## src/rtl/pia_pkg.sv

```systemverilog
`default_nettype none
// ============================================================================
// pia_pkg: shared types and constants for the positional insert/delete array
// Field widths, request and status codes, controller states and the command
// and status bundles between the controller and the datapath.
// ============================================================================
package pia_pkg;

    // Default number of array entries
    localparam int DEPTH_DEF = 32;

    // Fixed field widths
    localparam int REQ_W     = 2;
    localparam int POS_W     = 6;
    localparam int ELEM_W    = 32;
    localparam int STATUS_W  = 2;
    localparam int EIDX_W    = 5;
    localparam int CNT_OUT_W = 6;

    // Stream widths; the tdata widths are packed to whole bytes
    localparam int S_TDATA_W = 40;
    localparam int S_TUSER_W = 2;
    localparam int M_TDATA_W = 48;

    // Most results a traverse gives
    localparam int MAX_TRAV = 32;

    typedef enum logic [REQ_W-1:0] {
        REQ_TRAVERSE = 2'd0,
        REQ_INSERT   = 2'd1,
        REQ_DELETE   = 2'd2
    } req_e_t;

    typedef enum logic [STATUS_W-1:0] {
        ST_OK      = 2'd0,
        ST_BAD_POS = 2'd1,
        ST_FULL    = 2'd2,
        ST_EMPTY   = 2'd3
    } status_e_t;

    typedef enum logic {
        S_IDLE = 1'b0,
        S_TRAV = 1'b1
    } state_t;

    // Controller to datapath
    typedef struct packed {
        logic load_req;   // take the request on the slave side
        logic emit_elem;  // emit the next traverse element
    } pia_cmd_t;

    // Datapath to controller
    typedef struct packed {
        logic out_free;   // output register can take a result this cycle
        logic trav_go;    // request on the bus is a traverse of a non-empty array
        logic emit_last;  // element about to be emitted is the final one
    } pia_stat_t;

endpackage : pia_pkg
`default_nettype wire

```

## src/rtl/positional_insert_delete_array_core.sv

```systemverilog
`default_nettype none
// ============================================================================
// positional_insert_delete_array_core: dense array with positional edits
// Top level joining the request sequencer and the cell datapath.
// ============================================================================
// Usage:
//   Slave stream carries requests: tuser is the request kind (traverse,
//   insert, delete), tdata the position and the value to insert. Master
//   stream carries results; tlast marks the final result of a request.
//   Insert and delete shift the cells at and above the position; their single
//   result sits in the output register the cycle after the transfer, and a new
//   request is taken every cycle while the master side keeps up. A traverse of
//   n stored elements emits min(n, 32) results, one per cycle as the master
//   side takes them, from the single cell read port; the first passes the
//   traverse state, then the output register. The slave side is held off until
//   the last. An empty traverse gives one result with the empty status.
//   Reset clears the element count, traverse index and output valid flag;
//   cell and payload registers are not reset; cells are read only once written.
//   When the receiver stalls, the result holds in the output register and
//   no further request or traverse element moves until it is taken.
// ============================================================================
module positional_insert_delete_array_core
#(
    parameter int DEPTH = pia_pkg::DEPTH_DEF
)
(
    input  wire logic                          clk,
    input  wire logic                          rst_n,
    input  wire logic                          s_axis_tvalid,
    output logic                               s_axis_tready,
    // [5:0] position, [37:6] value, [39:38] zero
    input  wire logic [pia_pkg::S_TDATA_W-1:0] s_axis_tdata,
    // [1:0] req_type
    input  wire logic [pia_pkg::S_TUSER_W-1:0] s_axis_tuser,
    output logic                               m_axis_tvalid,
    input  wire logic                          m_axis_tready,
    // [1:0] status, [33:2] element, [38:34] element_index,
    // [44:39] count_now, [47:45] zero
    output logic      [pia_pkg::M_TDATA_W-1:0] m_axis_tdata,
    output logic                               m_axis_tlast
);
    import pia_pkg::*;

    pia_cmd_t  cmd;
    pia_stat_t stat;

    // Sequencer
    pia_ctrl u_ctrl
    (
        .clk     (clk),
        .rst_n   (rst_n),
        .s_valid (s_axis_tvalid),
        .s_ready (s_axis_tready),
        .stat    (stat),
        .cmd     (cmd)
    );

    // Cells, count and output register
    pia_datapath #(
        .DEPTH (DEPTH)
    ) u_datapath
    (
        .clk      (clk),
        .rst_n    (rst_n),
        .s_tdata  (s_axis_tdata),
        .s_tuser  (s_axis_tuser),
        .m_tready (m_axis_tready),
        .m_tvalid (m_axis_tvalid),
        .m_tdata  (m_axis_tdata),
        .m_tlast  (m_axis_tlast),
        .cmd      (cmd),
        .stat     (stat)
    );

endmodule : positional_insert_delete_array_core
`default_nettype wire

```

## src/rtl/pia_ctrl.sv

```systemverilog
`default_nettype none
// ============================================================================
// pia_ctrl: request sequencer
// Takes requests when the output register is free and walks a traverse one
// element per free output slot.
// ============================================================================
module pia_ctrl
(
    input  wire logic               clk,
    input  wire logic               rst_n,
    input  wire logic               s_valid,
    output logic                    s_ready,
    input  wire pia_pkg::pia_stat_t stat,
    output pia_pkg::pia_cmd_t       cmd
);
    import pia_pkg::*;

    state_t state_reg;
    state_t state_next;

    // State register
    always_ff @(posedge clk or negedge rst_n)
    begin
        if (!rst_n)
        begin
            state_reg <= S_IDLE;
        end
        else
        begin
            state_reg <= state_next;
        end
    end

    // Next state and commands
    always_comb
    begin
        state_next    = state_reg;
        s_ready       = 1'b0;
        cmd.load_req  = 1'b0;
        cmd.emit_elem = 1'b0;
        unique case (state_reg)
            S_IDLE:
            begin
                s_ready = stat.out_free;
                if (s_valid && stat.out_free)
                begin
                    cmd.load_req = 1'b1;
                    if (stat.trav_go)
                    begin
                        state_next = S_TRAV;
                    end
                end
            end
            S_TRAV:
            begin
                if (stat.out_free)
                begin
                    cmd.emit_elem = 1'b1;
                    if (stat.emit_last)
                    begin
                        state_next = S_IDLE;
                    end
                end
            end
            default:
            begin
                state_next = S_IDLE;
            end
        endcase
    end

endmodule : pia_ctrl
`default_nettype wire

```

## src/rtl/pia_datapath.sv

```systemverilog
`default_nettype none
// ============================================================================
// pia_datapath: element cells, count and output register
// Each cell compares its own index with the request position and shifts in
// parallel with the others; a traverse reads one cell per emitted result.
// ============================================================================
module pia_datapath
#(
    parameter int DEPTH = pia_pkg::DEPTH_DEF
)
(
    input  wire logic                          clk,
    input  wire logic                          rst_n,
    input  wire logic [pia_pkg::S_TDATA_W-1:0] s_tdata,
    input  wire logic [pia_pkg::S_TUSER_W-1:0] s_tuser,
    input  wire logic                          m_tready,
    output logic                               m_tvalid,
    output logic      [pia_pkg::M_TDATA_W-1:0] m_tdata,
    output logic                               m_tlast,
    input  wire pia_pkg::pia_cmd_t             cmd,
    output pia_pkg::pia_stat_t                 stat
);
    import pia_pkg::*;

    localparam int IDX_W = (DEPTH > 1) ? $clog2(DEPTH) : 1;
    localparam int CNT_W = $clog2(DEPTH + 1);
    localparam int CMP_W = (CNT_W > POS_W) ? CNT_W : POS_W;
    localparam int TR_W  = (IDX_W < EIDX_W) ? IDX_W : EIDX_W;
    localparam int LIM_W = (CNT_W > EIDX_W + 1) ? CNT_W : EIDX_W + 1;

    // Element cells and count
    logic [ELEM_W-1:0]    cells_reg [DEPTH];
    logic [CNT_W-1:0]     count_reg;
    logic [CNT_W-1:0]     count_next;
    logic [TR_W-1:0]      trav_idx_reg;
    logic [TR_W-1:0]      trav_idx_next;

    // Output register
    logic                 out_valid_reg;
    logic                 out_valid_next;
    logic [STATUS_W-1:0]  out_status_reg;
    logic [STATUS_W-1:0]  out_status_next;
    logic [ELEM_W-1:0]    out_elem_reg;
    logic [ELEM_W-1:0]    out_elem_next;
    logic [EIDX_W-1:0]    out_idx_reg;
    logic [EIDX_W-1:0]    out_idx_next;
    logic [CNT_OUT_W-1:0] out_cnt_reg;
    logic [CNT_OUT_W-1:0] out_cnt_next;
    logic                 out_last_reg;
    logic                 out_last_next;

    // Request decode
    logic [REQ_W-1:0]     req;
    logic [POS_W-1:0]     pos;
    logic [ELEM_W-1:0]    val;
    logic [CMP_W-1:0]     pos_c;
    logic [CMP_W-1:0]     cnt_c;
    logic                 full;
    logic                 do_ins;
    logic                 do_del;
    logic                 trav_go;
    logic [STATUS_W-1:0]  res_status;
    logic [CNT_W-1:0]     count_after;

    // Traverse
    logic [ELEM_W-1:0]    rd_elem;
    logic [LIM_W-1:0]     cnt_l;
    logic [LIM_W-1:0]     trav_lim;
    logic                 emit_last;
    logic                 out_free;

    assign req   = s_tuser[REQ_W-1:0];
    assign pos   = s_tdata[POS_W-1:0];
    assign val   = s_tdata[POS_W +: ELEM_W];
    assign pos_c = CMP_W'(pos);
    assign cnt_c = CMP_W'(count_reg);
    assign full  = (count_reg == CNT_W'(DEPTH));

    // Check the request and work out its status and new count
    always_comb
    begin
        res_status  = ST_BAD_POS;
        do_ins      = 1'b0;
        do_del      = 1'b0;
        trav_go     = 1'b0;
        count_after = count_reg;
        unique case (req)
            REQ_TRAVERSE:
            begin
                if (count_reg == '0)
                begin
                    res_status = ST_EMPTY;
                end
                else
                begin
                    res_status = ST_OK;
                    trav_go    = 1'b1;
                end
            end
            REQ_INSERT:
            begin
                if (pos_c > cnt_c)
                begin
                    res_status = ST_BAD_POS;
                end
                else if (full)
                begin
                    res_status = ST_FULL;
                end
                else
                begin
                    res_status  = ST_OK;
                    do_ins      = 1'b1;
                    count_after = count_reg + CNT_W'(1);
                end
            end
            REQ_DELETE:
            begin
                if (pos_c >= cnt_c)
                begin
                    res_status = ST_BAD_POS;
                end
                else
                begin
                    res_status  = ST_OK;
                    do_del      = 1'b1;
                    count_after = count_reg - CNT_W'(1);
                end
            end
            default:
            begin
                res_status = ST_BAD_POS;
            end
        endcase
    end

    // Per-cell compare and shift
    for (genvar i = 0; i < DEPTH; i++)
    begin : g_cell
        logic [ELEM_W-1:0] from_below;
        logic [ELEM_W-1:0] from_above;

        if (i == 0)
        begin : g_first
            assign from_below = val;
        end
        else
        begin : g_below
            assign from_below = cells_reg[i-1];
        end

        if (i == DEPTH - 1)
        begin : g_top
            assign from_above = cells_reg[i];
        end
        else
        begin : g_above
            assign from_above = cells_reg[i+1];
        end

        always_ff @(posedge clk)
        begin
            if (cmd.load_req && do_ins)
            begin
                if (CMP_W'(i) == pos_c)
                begin
                    cells_reg[i] <= val;
                end
                else if (CMP_W'(i) > pos_c)
                begin
                    cells_reg[i] <= from_below;
                end
            end
            else if (cmd.load_req && do_del)
            begin
                if (CMP_W'(i) >= pos_c)
                begin
                    cells_reg[i] <= from_above;
                end
            end
        end
    end

    // Traverse read and end-of-run detect
    assign rd_elem   = cells_reg[IDX_W'(trav_idx_reg)];
    assign cnt_l     = LIM_W'(count_reg);
    assign trav_lim  = (cnt_l > LIM_W'(MAX_TRAV)) ? LIM_W'(MAX_TRAV) : cnt_l;
    assign emit_last = ((LIM_W'(trav_idx_reg) + LIM_W'(1)) == trav_lim);
    assign out_free  = !out_valid_reg || m_tready;

    // Next count, traverse index and output register
    always_comb
    begin
        count_next      = count_reg;
        trav_idx_next   = trav_idx_reg;
        out_valid_next  = out_valid_reg && !m_tready;
        out_status_next = out_status_reg;
        out_elem_next   = out_elem_reg;
        out_idx_next    = out_idx_reg;
        out_cnt_next    = out_cnt_reg;
        out_last_next   = out_last_reg;
        if (cmd.load_req)
        begin
            count_next    = count_after;
            trav_idx_next = '0;
            if (!trav_go)
            begin
                out_valid_next  = 1'b1;
                out_status_next = res_status;
                out_elem_next   = '0;
                out_idx_next    = '0;
                out_cnt_next    = CNT_OUT_W'(count_after);
                out_last_next   = 1'b1;
            end
        end
        else if (cmd.emit_elem)
        begin
            trav_idx_next   = trav_idx_reg + TR_W'(1);
            out_valid_next  = 1'b1;
            out_status_next = ST_OK;
            out_elem_next   = rd_elem;
            out_idx_next    = EIDX_W'(trav_idx_reg);
            out_cnt_next    = CNT_OUT_W'(count_reg);
            out_last_next   = emit_last;
        end
    end

    // Control registers
    always_ff @(posedge clk or negedge rst_n)
    begin
        if (!rst_n)
        begin
            count_reg     <= '0;
            trav_idx_reg  <= '0;
            out_valid_reg <= 1'b0;
        end
        else
        begin
            count_reg     <= count_next;
            trav_idx_reg  <= trav_idx_next;
            out_valid_reg <= out_valid_next;
        end
    end

    // Result payload
    always_ff @(posedge clk)
    begin
        out_status_reg <= out_status_next;
        out_elem_reg   <= out_elem_next;
        out_idx_reg    <= out_idx_next;
        out_cnt_reg    <= out_cnt_next;
        out_last_reg   <= out_last_next;
    end

    assign m_tvalid = out_valid_reg;
    assign m_tdata  = M_TDATA_W'({out_cnt_reg, out_idx_reg, out_elem_reg, out_status_reg});
    assign m_tlast  = out_last_reg;

    assign stat.out_free  = out_free;
    assign stat.trav_go   = trav_go;
    assign stat.emit_last = emit_last;

endmodule : pia_datapath
`default_nettype wire

```

## config.mk

```make
export PLATFORM = sky130hd
export DESIGN_NAME = positional_insert_delete_array_core
export DESIGN_NICKNAME = d
export VERILOG_FILES = /design/src/rtl/pia_pkg.sv /design/src/rtl/positional_insert_delete_array_core.sv /design/src/rtl/pia_ctrl.sv /design/src/rtl/pia_datapath.sv
export SDC_FILE = /design/constraint.sdc
export NUM_CORES = 2
export LEC_CHECK = 0
export ABC_AREA = 0
export BUFFER_PORTS_ARGS = -buffer_cell sky130_fd_sc_hd__buf_2
export CAP_MARGIN = 20
export CORE_MARGIN = 2
export CORE_UTILIZATION = 60
export DETAILED_ROUTE_END_ITERATION = 8
export GPL_TIMING_DRIVEN = 0
export HOLD_SLACK_MARGIN = 0.12
export PLACE_DENSITY = 0.76
export SLEW_MARGIN = 5
export SYNTH_ARGS = -nofsm -noshare
export SYNTH_HDL_FRONTEND = slang
export SYNTH_HIERARCHICAL = 1
export SYNTH_SLANG_ARGS = --single-unit
```

## constraint.sdc

```tcl
create_clock -name clk -period 6.4 [get_ports clk]
set_input_delay 0.64 -clock clk [delete_from_list [all_inputs] [get_ports clk]]
set_output_delay 0.64 -clock clk [all_outputs]
set_load 0.02 [all_outputs]
```

[After elaboration in Yosys (flattened, before gate mapping)]
Memories as Yosys holds them, arrays and structs flattened.
Cells that the tools add are included.
Storage, ports and cells
  bits in latches: 0
  output and inout port bits: 51
  memory bits (read-only): 0
  logic and storage cells: 657
  RAM bits: 1024
  memories: 1
  register bits: 59
Memories
  u_datapath.cells_reg: depth 32, bits a word 32, rd ports 33, clocked after Yosys merged registers in 0, wr ports 32, line pia_datapath.sv:32  | logic [ELEM_W-1:0] cells_reg [DEPTH];
Operators by class
  div/mod/pow operators: 0
  add/sub/neg operators: 4
  eq/ne operators: 36
  multipliers: 0
  shift operators: 0
  reduce and logical (&&, ||, !) cells: 12
  mux-type cells: 463
  bitwise operators: 65
  magnitude comparators: 67
Operators with widths (number)
  2-to-1 mux 32 bit: 67
  2-to-1 mux 1 bit: 375
  == test 5 x 6 -> 1 bit, first input constant: 16
  greater-or-equal comparator 5 x 6 -> 1 bit, first input constant: 16
  greater-than comparator 5 x 6 -> 1 bit, first input constant: 16
  bitwise OR 1 bit: 64
  == test 4 x 6 -> 1 bit, first input constant: 8
  greater-or-equal comparator 4 x 6 -> 1 bit, first input constant: 8
  greater-than comparator 4 x 6 -> 1 bit, first input constant: 8
  2-to-1 mux 6 bit: 7
  2-to-1 mux 5 bit: 5
  == test 3 x 6 -> 1 bit, first input constant: 4
  greater-or-equal comparator 3 x 6 -> 1 bit, first input constant: 4
  greater-than comparator 3 x 6 -> 1 bit, first input constant: 4
  == test 2 x 6 -> 1 bit, first input constant: 2
  greater-or-equal comparator 1 x 6 -> 1 bit, first input constant: 2
  greater-or-equal comparator 2 x 6 -> 1 bit, first input constant: 2
  greater-than comparator 1 x 6 -> 1 bit, first input constant: 2
  greater-than comparator 2 x 6 -> 1 bit, first input constant: 2
  zero test 6 bit: 2
  2-to-1 mux 2 bit: 6
  one-hot mux 6 bit (2 select lines): 1
  adder 5 x 1 -> 6 bit, second input constant: 1
  adder 6 x 1 -> 6 bit, second input constant: 1
  other kinds (20): 24

[Depth between registers and ports, before layout]
  depth after elaboration: 10
  depth in mapped cells: 13
  depth with buffers taken out: 9

[Cells and area by module]
The synthesis kept the hierarchy.
By module, submodules not included
  pia_datapath: area each 62965.4 µm², cells an instance 5282, instances 1
  pia_ctrl: area each 68.8 µm², cells an instance 6, instances 1

[Worst setup path after synthesis]
Ideal clock, no wire load.
  path type: register to register
  start: register u_datapath.count_reg[5], in the netlist u_datapath/cnt_c[5]
  end: memory u_datapath.cells_reg[16][0], enable pin
  arrival: 4.927 ns
  slack: 1.003 ns
  setup time: 0.470 ns
  required time: 5.930 ns
  stages on the path, launching flop included: 12
  buffers on the path: 3
  cells stage by stage: dfrtp_1 buf_2 clkinv_1 ha_1 a21oi_1 o21a_1 buf_4 o21ai_1 clkbuf_1 o21ai_0 nand2_1 a211oi_1
RTL lines
  from (decl): line pia_datapath.sv:33  | logic [CNT_W-1:0] count_reg;
  from (signal assigned): line pia_datapath.sv:239  | count_reg <= count_next;
  to (decl): line pia_datapath.sv:32

==> summary.txt <==
Synth
  • Sequential-to-total area share from yosys stat: 0.515
  • Yosys warnings: 6
  • Share of the synthesized area in the top cell type: 0.510
  • Synthesized area per cell: roughly 12 sq um
  • Most frequent cells after synthesis: 1,070 x edfxtp_1, 869 x mux2i_1, 738 x nand2_1
  • Register bit total from synthesis: between 1,000 and 1,500
  • Synth area leader: edfxtp_1
  • Ys async rst share: 0.0120
  • Netlist cell types: between 70 and 80
  • Area contributors post-synth: edfxtp_1 51%, mux2i_1 14%, mux4_2 11%
  • Synth Area in Simple Gates: 0.0871
  • Mux cell area share after synthesis: 0.264
  • XOR/XNOR share of the synthesized area: 0.00139
  • Most common flop cell mapped by yosys: edfxtp_1
  • Post-synth EDFFs: between 1,000 and 1,500
  • Synth Area in Adders: 0.00278
  • Synthesized area: roughly 63,000 sq um
  • Synthesized instance count: 5,288
  • Count leader, synth: edfxtp_1
  • Compound-Gate Fraction of Synth Area: 0.0925
  • Largest family of logic cells by synthesized area: multiplexers

Die
  • Chip width: between 300 and 400 um
  • Area of the core: 104,000 sq um
  • Full die area: ~110,000 sq um
  • Starting Density: 0.607
  • Io pins: between 90 and 100
  • Chip height: 328 um
  • Cell Rows: 118

Clock tree
  • Hold Buf Count CTS: 1
  • Worst skew pair latency: 0.73 ns
  • Root buffer cell: clkbuf_16
  • Post-CTS setup buffers: 0
  • Num CTS Buffers: roughly 120
  • Worst-case clock buffer depth: 3
  • Post-CTS sizing: 0
  • CTS tree: built
  • Sinks on Clock Net: 1,083
  • Clk pin slew, worst setup/hold paths: around 0.060 ns
  • H-tree levels: 3

Routing
  • Via Count: 48,803
  • Total Wirelength: between 200,000 and 250,000 um
  • Post-detailed-route via-to-cell ratio: a little under 7
  • Remaining DRCs: 0
  • Drt initial violations: ~7,300
  • Pre-Repair DR Iteration Count: 6
  • Drt wl/cell: about 30 um
  • Post-route ant nets: 0

Final layout
  • Share of cells above drive strength 1: 0.169
  • Final nets: about 5,600
  • Non-filler cells, final: between 7,000 and 8,000
  • P&R area growth vs syn: 11.4%
  • Number of fill cells: 7,637
  • Largest register FFs: roughly 1,000
  • Final core occ: 0.676

GRT
  • Antenna violations before repair: 7
  • Largest net degree at the start of global routing: 33
  • Vias in the first global route: around 47,000
  • Global-route usage over all layers: 0.390
  • GR Overflow Total: 0
  • Global-route wire length before repair: a little over 300,000 um

STA
  • Final setup fails: 0
  • Pins Over Slew Limit: 0
  • Final setup margin: about 0.85 ns
  • RSZ-0062 raised after global routing: no
  • Final Hold Fails: 0
  • Setup_tns: 0 ns
  • Final worst-path cycle share: 0.867
  • Fmax achieved: 180 MHz
  • Worst rel slew slack: 0.153
  • Worst-margin pin slew: about 1.3 ns
  • Final Critical Period: about 5.6 ns
  • Clock Skew: 0.0213 ns

Critical path
  • Required @ worst endpoint: around 7 ns
  • Critical path capture point type: register
  • Crit start category: register
  • CP Class: reg2reg
  • Critical path arrival: around 6 ns
  • CP Max Fanout: 20

Placed design
  • DP Worst Slack: 1.02 ns
  • Placed insts: around 6,800
  • Final GP Congestion: about 0.96
  • DP HPWL: between 150,000 and 200,000 um
  • Port buffer count: 91

Power and ir drop
  • P_leak: around 0.022 uW
  • Pwr Total: roughly 22,000 uW
  • Power per cell area: about 310 nW/um^2
  • VDD IR max: 0.269 mV

Worst hold path
  • Hold Path Class: in2reg

Run status
  • Status: finished, final reports clean

Run
  • Max-cap check violation count: 0
worst paths after layout:
path / from / slack [ns] / end / cells after the start
worst max-delay path: u_datapath/cnt_c[5]$_DFFE_PN0P_ / 0.85 / u_datapath/cells_reg[4][12]$_DFFE_PP_ / 14
worst min-delay path: m_axis_tready / 0.24 / u_datapath/m_tvalid$_DFF_PN0_ / 3
worst max register to register: u_datapath/cnt_c[5]$_DFFE_PN0P_ / 0.85 / u_datapath/cells_reg[4][12]$_DFFE_PP_ / 14
worst min register to register: u_datapath/cells_reg[31][27]$_DFFE_PP_ / 0.56 / u_datapath/cells_reg[30][27]$_DFFE_PP_ / 2
max in group asynchronous: rst_n / 5.77 / u_datapath/trav_idx_reg[4]$_DFFE_PN0P_ / 2
min in group asynchronous: rst_n / 0.37 / u_datapath/cnt_c[0]$_DFFE_PN0P_ / 2
cells in the final DEF, fill, tap and decap left out, drive strengths merged, types with 5 or more instances in the layout:
cell	count
and2	8
a22oi	23
o21ai	558
buf	367
xor2	6
a31oi	67
a21oi	360
o21a	5
nor3	22
nor4	8
mux2i	869
mux4	320
clkbuf	446
nand2b	5
nor2b	11
nand3	37
edfxtp	1070
inv	12
bufinv	13
or2	5
nor2	455
nand2	739
dfrtp	13
a211oi	5
nand4	5
a22o	32
ha	14
or4	9
clkinv	51
mux2	64
metrics by stage:
| step | cell area (sq um) | hold WS (ns) |
|---|---|---|
| final | 70200 | 0.238 |
| after CTS | 70100 | 0.208 |
| after global routing | 70200 | 0.241 |
| after detailed placement | 66400 | 0.536 |
| after floorplan | 63000 | 0.344 |
| after global placement | 65200 | 0.501 |
final cells by class:
class	count	area (sq um)	area share
multi-input combinational	3678	28500	0.405
sequential	1083	32500	0.462
timing repair buffer	147	1450	0.0206
clock buffer	150	3070	0.0438
inverter	12	45.0	0.000642
clock inverter	67	682	0.00971
tap	1380	1730	0.0246
buffer	517	2320	0.0331
antenna	1	2.50	0.0000356
logic make-up after synthesis:
logic type / count (synthesis)
compound gates: 1074
xor+xnor: 10
fa+ha+maj: 14
buf+inv: 529
flops: 1083
mux: 1253
other cells: 1
simple gates: 1324
power by group:
| part | leakage (uW) | switching (uW) | total, uW | internal, uW |
|---|---|---|---|---|
| registers | 0.00981 | 116 | 8270 | 8160 |
| clock network | 0.00182 | 2900 | 6800 | 3890 |
| logic | 0.0104 | 4140 | 7000 | 2860 |
critical path, stage by stage (launching register included):
cell and delay (ns):
dfrtp_1 0.31, buf_2 0.23, clkinv_1 0.33, ha_1 0.44
a21oi_1 0.19, o21a_1 0.15, buf_4 0.18, o21ai_1 0.16
buf_4 0.23, clkbuf_1 0.34, o21ai_0 0.70, nand2_1 0.64
buf_2 0.52, nor2_4 0.51, buf_16 0.24
routing by layer:
metal / global-route usage / vias up / wire length (um)
li1: - / 20508 / -
met1: 0.522 / 24124 / 78300
met2: 0.607 / 3533 / 97300
met3: 0.0652 / 636 / 21900
met4: 0.227 / 2 / 14400
met5: 0 / - / 20
Note: power is estimated with default switching activity, not from simulation.
